$ cat config.mk
export PLATFORM = sky130hd
export DESIGN_NAME = nfa_string_matcher_core
export DESIGN_NICKNAME = d
export VERILOG_FILES = /design/src/nsm_pkg.sv /design/src/nfa_string_matcher_core.sv
export SDC_FILE = /design/constraint.sdc
export NUM_CORES = 2
export LEC_CHECK = 0
export BUFFER_PORTS_ARGS = -buffer_cell sky130_fd_sc_hd__buf_2
export CAP_MARGIN = 20
export CORE_ASPECT_RATIO = 1.25
export CORE_UTILIZATION = 60
export DETAILED_ROUTE_END_ITERATION = 10
export HOLD_SLACK_MARGIN = 0.05
export PLACE_DENSITY_LB_ADDON = 0.08
export SYNTH_ARGS = -nofsm -noshare
export SYNTH_HDL_FRONTEND = slang
export SYNTH_SLANG_ARGS = --single-unit
$ cat constraint.sdc
create_clock -name i_clk -period 4.15 [get_ports i_clk]
set_input_delay 0.415 -clock i_clk [delete_from_list [all_inputs] [get_ports i_clk]]
set_output_delay 0.415 -clock i_clk [all_outputs]
set_load 0.05 [all_outputs]
$ cat src/nsm_pkg.sv
`timescale 1ns / 1ps

package nsm_pkg;

    // Fixed field widths
    localparam int STATE_W     = 4;
    localparam int SET_W       = 16;
    localparam int INDEX_W     = 6;
    localparam int SYMBOL_W    = 8;
    localparam int CFG_INDEX_W = 1;
    localparam int CFG_DATA_W  = 16;
    localparam int IN_TDATA_W  = 40;
    localparam int OUT_TDATA_W = 24;

    // Configuration register indexes
    localparam logic [CFG_INDEX_W-1:0] REG_START_STATE = 1'b0;
    localparam logic [CFG_INDEX_W-1:0] REG_ACCEPTING   = 1'b1;

    // Item kinds carried in tuser
    typedef enum logic [1:0] {
        OP_WRITE_ENTRY = 2'd0,
        OP_WRITE_EPS   = 2'd1,
        OP_SYMBOL      = 2'd2,
        OP_FINISH      = 2'd3
    } t_op;

    // Sequencer states
    typedef enum logic [2:0] {
        ST_CLEAR,
        ST_IDLE,
        ST_SCAN,
        ST_CLOSE,
        ST_DONE
    } t_state;

    // Input item payload, lowest field in the lowest bits
    typedef struct packed {
        logic                pad;
        logic [SET_W-1:0]    epsilon_targets;
        logic [SYMBOL_W-1:0] symbol;
        logic [STATE_W-1:0]  to_state;
        logic [STATE_W-1:0]  from_state;
        logic                entry_valid;
        logic [INDEX_W-1:0]  entry_index;
    } t_in_data;

    // Result item payload
    typedef struct packed {
        logic [6:0]       pad;
        logic [SET_W-1:0] final_states;
        logic             matched;
    } t_out_data;

    // One labelled transition entry
    typedef struct packed {
        logic                valid;
        logic [STATE_W-1:0]  from_state;
        logic [STATE_W-1:0]  to_state;
        logic [SYMBOL_W-1:0] label;
    } t_entry;

endpackage

$ cat src/nfa_string_matcher_core.sv
`timescale 1ns / 1ps

// Table writes are done from idle; a finish item loads the result register once it is free.
// A symbol item is accepted, then scans the table, then sweeps the epsilon masks until a
// sweep adds no state. The first symbol or finish of a string first builds the closure of
// the start state the same way. One item at a time: s_axis_tready stays low while busy.
// Synchronous active-low reset, then a pass that clears the table.
module nfa_string_matcher_core #(
    parameter int NUM_STATES      = 16,
    parameter int NUM_TRANSITIONS = 64
) (
    input  logic                                i_clk,
    input  logic                                i_rst_n,
    // configuration write channel
    input  logic                                i_cfg_valid,
    output logic                                o_cfg_ready,
    input  logic [nsm_pkg::CFG_INDEX_W-1:0]     i_cfg_index,
    input  logic [nsm_pkg::CFG_DATA_W-1:0]      i_cfg_data,
    // input items
    input  logic                                s_axis_tvalid,
    output logic                                s_axis_tready,
    // entry_index, entry_valid, from_state, to_state, symbol, epsilon_targets
    input  logic [nsm_pkg::IN_TDATA_W-1:0]      s_axis_tdata,
    // operation
    input  logic [1:0]                          s_axis_tuser,
    // result items
    output logic                                m_axis_tvalid,
    input  logic                                m_axis_tready,
    // matched, final_states
    output logic [nsm_pkg::OUT_TDATA_W-1:0]     m_axis_tdata
);

    localparam int SW = $clog2(NUM_STATES);
    localparam int TW = (NUM_TRANSITIONS > 1) ? $clog2(NUM_TRANSITIONS) : 1;

    // Storage
    nsm_pkg::t_entry         tbl_mem [NUM_TRANSITIONS];
    logic [NUM_STATES-1:0]   eps_mem [NUM_STATES];

    // Control registers
    nsm_pkg::t_state         r_state, n_state;
    logic [TW-1:0]           r_tcnt;
    logic                    r_tv, r_tl;
    logic [SW-1:0]           r_scnt, r_eidx;
    logic                    r_ev, r_el, r_chg;
    logic                    r_open, r_opening;
    nsm_pkg::t_op            r_op;
    logic                    r_mvld;
    logic [nsm_pkg::STATE_W-1:0] r_start;
    logic [nsm_pkg::SET_W-1:0]   r_accept;
    logic [NUM_STATES-1:0]   r_eps_vld;
    logic [NUM_STATES-1:0]   r_set, r_next;

    // Payload registers
    logic [nsm_pkg::SYMBOL_W-1:0] r_sym;
    nsm_pkg::t_entry         r_tq;
    logic [NUM_STATES-1:0]   r_eps_q;
    logic                    r_eps_qv;
    nsm_pkg::t_out_data      r_mdata;

    // Combinational
    nsm_pkg::t_in_data       w_in;
    nsm_pkg::t_op            w_op;
    logic                    w_in_acc, w_out_free;
    logic                    w_tlast, w_slast;
    logic                    w_tbl_we, w_eps_we;
    logic [TW-1:0]           w_tbl_addr;
    nsm_pkg::t_entry         w_tbl_wdata;
    logic [SW-1:0]           w_eps_addr;
    logic [NUM_STATES-1:0]   w_start_bit, w_tbit, w_emask, w_add, w_acc_set;
    logic                    w_thit, w_grow, w_close_end;

    assign w_in       = nsm_pkg::t_in_data'(s_axis_tdata);
    assign w_op       = nsm_pkg::t_op'(s_axis_tuser);
    assign w_in_acc   = s_axis_tvalid && s_axis_tready;
    assign w_out_free = !r_mvld || m_axis_tready;
    assign w_tlast    = (r_tcnt == TW'(NUM_TRANSITIONS - 1));
    assign w_slast    = (r_scnt == SW'(NUM_STATES - 1));
    assign w_start_bit = NUM_STATES'(1) << r_start;
    assign w_acc_set  = NUM_STATES'(r_accept);

    // Evaluate one fetched transition entry against the active set
    assign w_thit = r_tq.valid && (r_tq.label == r_sym)
                    && (|(r_set & (NUM_STATES'(1) << r_tq.from_state)));
    assign w_tbit = w_thit ? (NUM_STATES'(1) << r_tq.to_state) : '0;

    // Add the epsilon successors of one active state
    assign w_emask     = r_eps_qv ? r_eps_q : '0;
    assign w_add       = r_set[r_eidx] ? (w_emask & ~r_set) : '0;
    assign w_grow      = |w_add;
    assign w_close_end = r_ev && r_el && !r_chg && !w_grow;

    // Next state
    always_comb begin
        n_state = r_state;
        case (r_state)
            nsm_pkg::ST_CLEAR: begin
                if (w_tlast) n_state = nsm_pkg::ST_IDLE;
            end
            nsm_pkg::ST_IDLE: begin
                if (w_in_acc) begin
                    if ((w_op == nsm_pkg::OP_SYMBOL) || (w_op == nsm_pkg::OP_FINISH)) begin
                        if (!r_open) n_state = nsm_pkg::ST_CLOSE;
                        else if (w_op == nsm_pkg::OP_SYMBOL) n_state = nsm_pkg::ST_SCAN;
                        else n_state = nsm_pkg::ST_DONE;
                    end
                end
            end
            nsm_pkg::ST_SCAN: begin
                if (r_tv && r_tl) n_state = nsm_pkg::ST_CLOSE;
            end
            nsm_pkg::ST_CLOSE: begin
                if (w_close_end) begin
                    if (r_opening && (r_op == nsm_pkg::OP_SYMBOL)) n_state = nsm_pkg::ST_SCAN;
                    else if (r_opening) n_state = nsm_pkg::ST_DONE;
                    else n_state = nsm_pkg::ST_IDLE;
                end
            end
            nsm_pkg::ST_DONE: begin
                if (w_out_free) n_state = nsm_pkg::ST_IDLE;
            end
            default: n_state = nsm_pkg::ST_CLEAR;
        endcase
    end

    // Handshakes and memory write controls
    always_comb begin
        s_axis_tready = (r_state == nsm_pkg::ST_IDLE);
        o_cfg_ready   = 1'b1;
        m_axis_tvalid = r_mvld;
        m_axis_tdata  = r_mdata;
        w_tbl_we      = 1'b0;
        w_tbl_addr    = r_tcnt;
        w_tbl_wdata   = '0;
        w_eps_we      = 1'b0;
        w_eps_addr    = SW'(w_in.from_state);
        case (r_state)
            nsm_pkg::ST_CLEAR: begin
                w_tbl_we = 1'b1;
            end
            nsm_pkg::ST_IDLE: begin
                if (w_in_acc && (w_op == nsm_pkg::OP_WRITE_ENTRY)
                    && (32'(w_in.entry_index) < NUM_TRANSITIONS)) begin
                    w_tbl_we    = 1'b1;
                    w_tbl_addr  = TW'(w_in.entry_index);
                    w_tbl_wdata = '{valid: w_in.entry_valid, from_state: w_in.from_state,
                                    to_state: w_in.to_state, label: w_in.symbol};
                end
                if (w_in_acc && (w_op == nsm_pkg::OP_WRITE_EPS)
                    && (32'(w_in.from_state) < NUM_STATES)) begin
                    w_eps_we = 1'b1;
                end
            end
            default: begin
                w_tbl_we = 1'b0;
            end
        endcase
    end

    // Transition table and epsilon mask memories
    always_ff @(posedge i_clk) begin
        if (w_tbl_we) tbl_mem[w_tbl_addr] <= w_tbl_wdata;
        if (w_eps_we) eps_mem[w_eps_addr] <= NUM_STATES'(w_in.epsilon_targets);
        r_tq     <= tbl_mem[r_tcnt];
        r_eps_q  <= eps_mem[r_scnt];
        r_eps_qv <= r_eps_vld[r_scnt];
    end

    // Sequencer datapath
    always_ff @(posedge i_clk) begin
        if (!i_rst_n) begin
            r_state   <= nsm_pkg::ST_CLEAR;
            r_tcnt    <= '0;
            r_tv      <= 1'b0;
            r_tl      <= 1'b0;
            r_scnt    <= '0;
            r_eidx    <= '0;
            r_ev      <= 1'b0;
            r_el      <= 1'b0;
            r_chg     <= 1'b0;
            r_open    <= 1'b0;
            r_opening <= 1'b0;
            r_op      <= nsm_pkg::OP_SYMBOL;
            r_mvld    <= 1'b0;
            r_start   <= '0;
            r_accept  <= '0;
            r_eps_vld <= '0;
            r_set     <= '0;
            r_next    <= '0;
        end else begin
            r_state <= n_state;

            // Configuration writes
            if (i_cfg_valid && o_cfg_ready) begin
                case (i_cfg_index)
                    nsm_pkg::REG_START_STATE: r_start  <= i_cfg_data[nsm_pkg::STATE_W-1:0];
                    nsm_pkg::REG_ACCEPTING:   r_accept <= i_cfg_data;
                    default:                  r_accept <= r_accept;
                endcase
            end

            // Drop the result once taken
            if (r_mvld && m_axis_tready) r_mvld <= 1'b0;

            case (r_state)
                nsm_pkg::ST_CLEAR: begin
                    r_tcnt <= w_tlast ? '0 : r_tcnt + TW'(1);
                end
                nsm_pkg::ST_IDLE: begin
                    if (w_eps_we) r_eps_vld[w_eps_addr] <= 1'b1;
                    if (w_in_acc && ((w_op == nsm_pkg::OP_SYMBOL)
                                     || (w_op == nsm_pkg::OP_FINISH))) begin
                        r_op  <= w_op;
                        r_sym <= w_in.symbol;
                        if (!r_open) begin
                            // open the string on the closure of the start state
                            r_set     <= w_start_bit;
                            r_open    <= 1'b1;
                            r_opening <= 1'b1;
                            r_scnt    <= '0;
                            r_ev      <= 1'b0;
                            r_chg     <= 1'b0;
                        end else begin
                            r_tcnt <= '0;
                            r_tv   <= 1'b0;
                            r_next <= '0;
                        end
                    end
                end
                nsm_pkg::ST_SCAN: begin
                    // advance through the table, one entry a cycle
                    r_tcnt <= w_tlast ? '0 : r_tcnt + TW'(1);
                    r_tv   <= 1'b1;
                    r_tl   <= w_tlast;
                    if (r_tv) begin
                        r_next <= r_next | w_tbit;
                        if (r_tl) begin
                            r_set  <= r_next | w_tbit;
                            r_scnt <= '0;
                            r_ev   <= 1'b0;
                            r_chg  <= 1'b0;
                        end
                    end
                end
                nsm_pkg::ST_CLOSE: begin
                    // sweep the epsilon masks until a sweep adds nothing
                    r_scnt <= w_slast ? '0 : r_scnt + SW'(1);
                    r_eidx <= r_scnt;
                    r_ev   <= 1'b1;
                    r_el   <= w_slast;
                    if (r_ev) begin
                        r_set <= r_set | w_add;
                        if (w_grow) r_chg <= 1'b1;
                        if (r_el) begin
                            if (r_chg || w_grow) begin
                                r_scnt <= '0;
                                r_ev   <= 1'b0;
                                r_chg  <= 1'b0;
                            end else begin
                                r_opening <= 1'b0;
                                r_tcnt    <= '0;
                                r_tv      <= 1'b0;
                                r_next    <= '0;
                            end
                        end
                    end
                end
                nsm_pkg::ST_DONE: begin
                    // hold until the result register is free, then close the string
                    if (w_out_free) begin
                        r_mvld                <= 1'b1;
                        r_mdata.pad           <= '0;
                        r_mdata.matched       <= |(r_set & w_acc_set);
                        r_mdata.final_states  <= nsm_pkg::SET_W'(r_set);
                        r_set                 <= '0;
                        r_open                <= 1'b0;
                    end
                end
                default: begin
                    r_open <= 1'b0;
                end
            endcase
        end
    end

    // Checks
    a_scan_open: assert property (@(posedge i_clk) disable iff (!i_rst_n)
        (r_state == nsm_pkg::ST_SCAN) |-> r_open)
        else $error("table scan without an open string");

    a_finish_path: assert property (@(posedge i_clk) disable iff (!i_rst_n)
        (w_in_acc && (w_op == nsm_pkg::OP_FINISH))
        |=> ((r_state == nsm_pkg::ST_DONE) || (r_state == nsm_pkg::ST_CLOSE)))
        else $error("finish item did not reach result stage");

    a_result_load: assert property (@(posedge i_clk) disable iff (!i_rst_n)
        ((r_state == nsm_pkg::ST_DONE) && w_out_free) |=> (m_axis_tvalid && !r_open))
        else $error("result not loaded at string end");

endmodule

# ---- After elaboration in Yosys (flattened, before gate mapping)
# Memories as Yosys holds them, arrays and structs flattened. A register that Yosys moved wholly into a read port is not among the register bits.
# Index checks and enable logic that the tools add are counted.
dict set report classes {
  n_addsub 2
  magnitude_cmp 4
  n_eq_ne 25
  n_shift 3
  mux 90
  bitwise 9
  reduce_logical 45
}
# operator n
set op_table {}
lappend op_table {{$mux 16} 15}
lappend op_table {{$pmux 16 s4} 1}
lappend op_table {{$and 16x16->16} 3}
lappend op_table {{$mux 6} 8}
lappend op_table {{$or 16x16->16} 3}
lappend op_table {{$pmux 16 s3} 1}
lappend op_table {{$reduce_or 16->1} 3}
lappend op_table {{$shl 1x4->16 const A} 3}
lappend op_table {{$mux 17} 2}
lappend op_table {{$mux 1} 33}
lappend op_table {{$mux 4} 8}
lappend op_table {{$mux 3} 10}
lappend op_table {{$reduce_and 6->1} 5}
lappend op_table {{$ne 2x2->1 const B} 10}
lappend op_table {{$pmux 6 s3} 1}
lappend op_table {{$not 16->16} 1}
lappend op_table {{$lt 4x5->1 const B} 3}
lappend op_table {{$pmux 3 s5} 1}
lappend op_table {{$reduce_and 7->1} 2}
lappend op_table {{$logic_and 1x1->1} 13}
lappend op_table {{$pmux 1 s3} 4}
lappend op_table {{$pmux 4 s3} 1}
lappend op_table {{$reduce_and 3->1} 3}
lappend op_table {{$bmux 1 s4} 2}
lappend op_table {{other kinds (26)} 42}
dict set report word_totals {
  register_bits 121
  mem_bits_rw 1344
  inputBits 64
  wordCells 202
  n_memories 2
}
# name words width rd rd_clocked_by_memory_dff wr line
set memory_table {}
lappend memory_table {tbl_mem 64 17 1 1 1 nfa_string_matcher_core.sv:37} ;# nsm_pkg::t_entry tbl_mem [NUM_TRANSITIONS];
lappend memory_table {eps_mem 16 16 1 1 1 nfa_string_matcher_core.sv:38} ;# logic [NUM_STATES-1:0] eps_mem [NUM_STATES];

# ---- Logic depth before layout (Yosys ltp)
dict set report depth {
  ltp_word 9
  depth_mapped 10
  depth_no_buf 8
}

# ---- Least setup slack after synthesis
# No wires, ideal clock.
dict set report synth_path {
  path_kind {register to register}
  start {register r_state[2]}
  end {memory tbl_mem[55][0] (netlist name), enable pin}
  arrival_ns 3.234
  t_required_ns 3.738
  path_slack_ns 0.503
  path_stages_with_launch 9
  n_path_buf 2
  period_less_slack_ns 3.647
  path_cell_list {dfxtp_1 > clkbuf_1 > nor2b_1 > nand2_1 > inv_1 > nor3b_2 > buf_2 > a41oi_1 > nor3_1}
}
dict set report synth_via {
  elab_chain_cells 7
  elab_cells_between_ends 10
}
# element line
set synth_lines {}
lappend synth_lines {{from (decl)} nfa_string_matcher_core.sv:41} ;# nsm_pkg::t_state r_state, n_state;
lappend synth_lines {{from (signal assigned)} nfa_string_matcher_core.sv:172} ;# r_state <= nsm_pkg::ST_CLEAR;
lappend synth_lines {{from (signal assigned)} nfa_string_matcher_core.sv:191} ;# r_state <= n_state;
lappend synth_lines {{$eq 3x1->1 (*)} nfa_string_matcher_core.sv:128} ;# s_axis_tready = (r_state == nsm_pkg::ST_IDLE);
lappend synth_lines {{named net s_axis_tready} nfa_string_matcher_core.sv:21} ;# output logic s_axis_tready,
lappend synth_lines {{$logic_and 1x1->1} nfa_string_matcher_core.sv:75} ;# assign w_in_acc = s_axis_tvalid && s_axis_tready;
lappend synth_lines {{$logic_and 1x1->1} nfa_string_matcher_core.sv:142} ;# if (w_in_acc && (w_op == nsm_pkg::OP_WRITE_ENTRY)
lappend synth_lines {{$mux 1} nfa_string_matcher_core.sv:142}
lappend synth_lines {{$pmux 1 s2} nfa_string_matcher_core.sv:137} ;# case (r_state)
lappend synth_lines {{$mux 1} nfa_string_matcher_core.sv:162} ;# if (w_tbl_we) tbl_mem[w_tbl_addr] <= w_tbl_wdata;
lappend synth_lines {{$mux 1 (not written as such)} nfa_string_matcher_core.sv:162}
lappend synth_lines {{to (decl)} nfa_string_matcher_core.sv:37}
# Mark *: on every way through the listed nets, which the timed path passes. The rest lies on a longest branch.

# ---- Final worst setup path
dict set report layout_path {
  start {register r_state[0]}
  end {register r_state[0]}
}
dict set report layout_via {
  elab_chain_cells 4
  elab_cells_between_ends 14
}
# element line
set layout_lines {}
lappend layout_lines {{$eq 3x1->1} {nfa_string_matcher_core.sv:96, nfa_string_matcher_core.sv:128}}
lappend layout_lines {{$logic_and 1x1->1} nfa_string_matcher_core.sv:75}
lappend layout_lines {{$ne 2x1->1 (no source line)} n/a}
lappend layout_lines {{$reduce_and 6->1 (no source line)} n/a}
# Parallel ways exist; a longest one is shown, timed or not.
# A chain may end at the register's enable or synchronous reset.

==> reports/metrics.yaml <==
outcome: "complete, no violations"
finalNetCount: 3116
yosysTopAreaCellShare_pct: 70.3
min_period_over_period_pct: 82.4
synth_area_leaders: "edfxtp_1 70%, mux4_2 17%, dfxtp_1 4.4%, nand2_1 0.76%, nor2_1 0.71%"
p_per_area_nw_per_um2: 456
pwr-share-comb_pct: 3.4
synth-simple-area-share_pct: 3.34
yosysWarnings: 0
setup_viol: 0
drt_first_pass_iters: 6
clock_skew_ps: 31.3
clock_latency_ps: 750
cts_max_level: 4
finalWeightedCongestion: 0.905
synth_edf_count: 1369
core-area_um2: 96300
critPathArrivalTime_ps: 4030
io_pins: 91
maxCapViolations: 0
multi_input_area_um2: 14200
synthArstFlopShare_pct: 0
dp.final_hpwl_um: 83300
syn_area_um2: 58400
syn_to_final_growth_pct: 13.7
cp_max_fo: 32
antenna_found_initial: 9
fin_area_um2: 66400
numPortBuffers: 81
nFillCells: 6012
ys_seq_elements: 1498
clock_path_buffers: 3
ys_seq_area_share_pct: 74.8
drv_slew: 0
switchingPower_mw: 6.17
synth.avg_cell_area_um2: 20.9
gr-total-overflow: 0
internal-power_mw: 24.1
yosysTopAreaCell: "edfxtp_1"
worstSetupEndpointType: "flip-flop"
ir_worst_vdd_mv: 0.403
rsz0062_at_grt: "false"
num_vias: 28700
power_frac_seq_pct: 54.4
slew_headroom_pct: 24.3
synth_cell_types: 68
grt_max_degree: 74
synth_top_family_by_area: "multiplexers"
finalWirelength_um: 139000
finalSetupTns_ps: 0
fmax_mhz: 293
grt_pass1_wl_um: 200000
synth_fa_ha_area_share_pct: 0.0428
drt_iter0_drc: 3044
dpl_cell_area_um2: 61300
synthMuxAreaShare_pct: 17.6
hold_viol: 0
routedWlPerCell_um: 31.0
root_buffer: "clkbuf_16"
p_leak_nw: 21.7
gr-usage-all-layers_pct: 28.9
synth_flop_cell: "edfxtp_1"
clkTransAtPathRegs_ps: 60
synthXorXnorAreaFrac_pct: 0.120
cts_buffers: 142
area.sequential_um2: 43700
path_class: "flip-flop to flip-flop"
cts_sinks: 1498
final_layout_size_suffix_gt1_share_pct: 31.4
synthCells: 2791
worst_setup_path_start_kind: "flip-flop"
grt_pass1_vias: 29800
tritoncts: "yes"
hp-class: "input pin to flip-flop"
postRouteAntennaNets: 0
initial_utilization_pct: 60.7
cp.required_ps: 4770
worst_pin_slew_ps: 1130
synth_compound_area_share_pct: 2.70
core.rowCount: 127
vias_per_cell: 6.44
fp.dieH_um: 351
pwr-share-clk_pct: 42.2
swShare_pct: 20.4
drc: 0
die-area_um2: 98700
period_needed_ps: 3420
die_x_um: 281
==> layout make-up <==
cell class              instances  area share (%)
repair buffers                268            3.27
multi-input cells            1114            21.4
diodes                          5          0.0188
clock buffers                 180            5.77
inverters                      26           0.147
clock inverters                81            1.17
flip-flops and latches       1498            65.8
well taps                    1290            2.43
==> sequential cells by signal (all words and copies together), names as in the netlist, 2 cells and up <==
register and cells:
m_axis_tdata 17, tbl_mem 1088, r_eidx 4, r_tcnt 6, r_eps_q 16, r_accept 16, r_set 16, r_start 4
r_sym 8, r_scnt 4, r_op 2, r_eps_vld 16, eps_mem 256, r_next 16, r_tq 17, r_state 3
==> cells in the final DEF, fill, tap and decap left out, types with 12 or more instances in the layout <==
| cell type | netlist | final |
|---|---|---|
| clkinv_2 | 0 | 30 |
| nand2_1 | 118 | 118 |
| edfxtp_1 | 1369 | 1369 |
| and2_2 | 0 | 17 |
| nor2b_1 | 32 | 31 |
| a21oi_1 | 41 | 40 |
| nor2_1 | 110 | 42 |
| nand2b_1 | 14 | 14 |
| a31oi_1 | 12 | 12 |
| dfxtp_1 | 129 | 122 |
| buf_12 | 0 | 19 |
| buf_2 | 29 | 81 |
| clkbuf_16 | 0 | 146 |
| o21ai_0 | 30 | 30 |
| dlygate4sd3_1 | 0 | 43 |
| nand3_1 | 21 | 21 |
| buf_4 | 15 | 124 |
| clkbuf_1 | 97 | 29 |
| mux4_2 | 444 | 444 |
| a21boi_0 | 43 | 43 |
| clkinv_1 | 0 | 21 |
| inv_1 | 26 | 26 |
| o32ai_1 | 17 | 17 |
| nor2_2 | 0 | 68 |
| o21a_1 | 18 | 18 |
| o221ai_1 | 19 | 19 |
| mux2i_1 | 26 | 26 |
==> path summary, 6_finish.rpt <==
path,start,endpoint,slack [ps],cells past startpoint
min,i_rst_n,r_op[1]$_SDFFE_PN1P_,160,2
max reg2reg,r_state[0]$_SDFFE_PN0P_,r_state[0]$_SDFFE_PN0P_,730,8
min reg2reg,r_op[1]$_SDFFE_PN1P_,r_op[1]$_SDFFE_PN1P_,440,1
max,r_state[0]$_SDFFE_PN0P_,r_state[0]$_SDFFE_PN0P_,730,8
==> metal layers <==
metal | wire length, um | share of wire, % | track usage (%) | vias to the layer above
met4 | 6040 | 4.4 | 13.1 | 14
met5 | 94 | 0.068 | 0 | -
li1 | - | - | - | 12100
met1 | 49800 | 36 | 35.9 | 15100
met3 | 9650 | 7.0 | 5.03 | 296
met2 | 72900 | 53 | 50.0 | 1185
==> stage by stage <==
| stage | hold slack (ps) | utilization (%) | std cells | power (mW) | setup slack (ps) |
|---|---|---|---|---|---|
| finish | 155 | 69.0 | 4462 | 30.3 | 732 |
| global route | 171 | 69.0 | 4458 | 31.1 | 516 |
| CTS | 110 | 68.9 | 4455 | 30.5 | 785 |
| detailed placement | 424 | 63.7 | 4151 | 17.8 | 817 |
| global placement | 423 | 63.7 | 4151 | 17.8 | 890 |
| floorplan | 407 | - | 2797 | 17.4 | 503 |
==> power by group through the flow <==
| stage | combinational [mW] | clock, mW | sequential (mW) |
|---|---|---|---|
| after global placement | 0.982 | 0 | 16.8 |
| after floorplan | 0.699 | 0 | 16.7 |
| final | 1.03 | 12.8 | 16.5 |
| after global routing | 1.09 | 13.5 | 16.5 |
| after detailed placement | 1.01 | 0 | 16.8 |
| after CTS | 1.04 | 13.0 | 16.5 |
==> synthesized netlist by cell type, types with 4 or more instances <==
master       n
edfxtp_1  1369
mux4_2     444
dfxtp_1    129
nand2_1    118
nor2_1     110
clkbuf_1    97
a21boi_0    43
a21oi_1     41
nor2b_1     32
o21ai_0     30
buf_2       29
inv_1       26
mux2i_1     26
and2_1      25
nand3_1     21
nor3_1      19
o221ai_1    19
o21a_1      18
o32ai_1     17
buf_4       15
buf_1       14
nand2b_1    14
a31oi_1     12
nand3b_1    11
nand4_1     11
a22o_1       7
nand4b_1     7
xnor2_1      7
nor4b_1      6
a221oi_1     5
nor4_1       5
o21ai_1      5
o211ai_1     4
o31ai_1      4
==> repair_timing <==
action | CTS | global route
hold buffers | 43 | 0
setup buffers | 0 | 0
endpoints found under the hold margin | 286 | 0
gates resized for setup | 0 | 0
==> logic make-up after synthesis <==
group | count (synthesis)
AO/OA/AOI/OAI | 224
XOR/XNOR | 8
adder cells (fa/ha/maj) | 2
buffers and inverters | 185
flip-flops | 1498
multiplexers | 474
other | 2
AND/OR/NAND/NOR | 398
==> critical path, cell delays in order, from the launching register on <==
cell and delay (ps):
dfxtp_1 320, buf_4 390, inv_1 230, nor3_2 200
buf_4 190, nand4_1 520, a21oi_1 1000, o21ai_0 230
and4b_1 220
No activity file was read; power rests on OpenSTA's default activity.
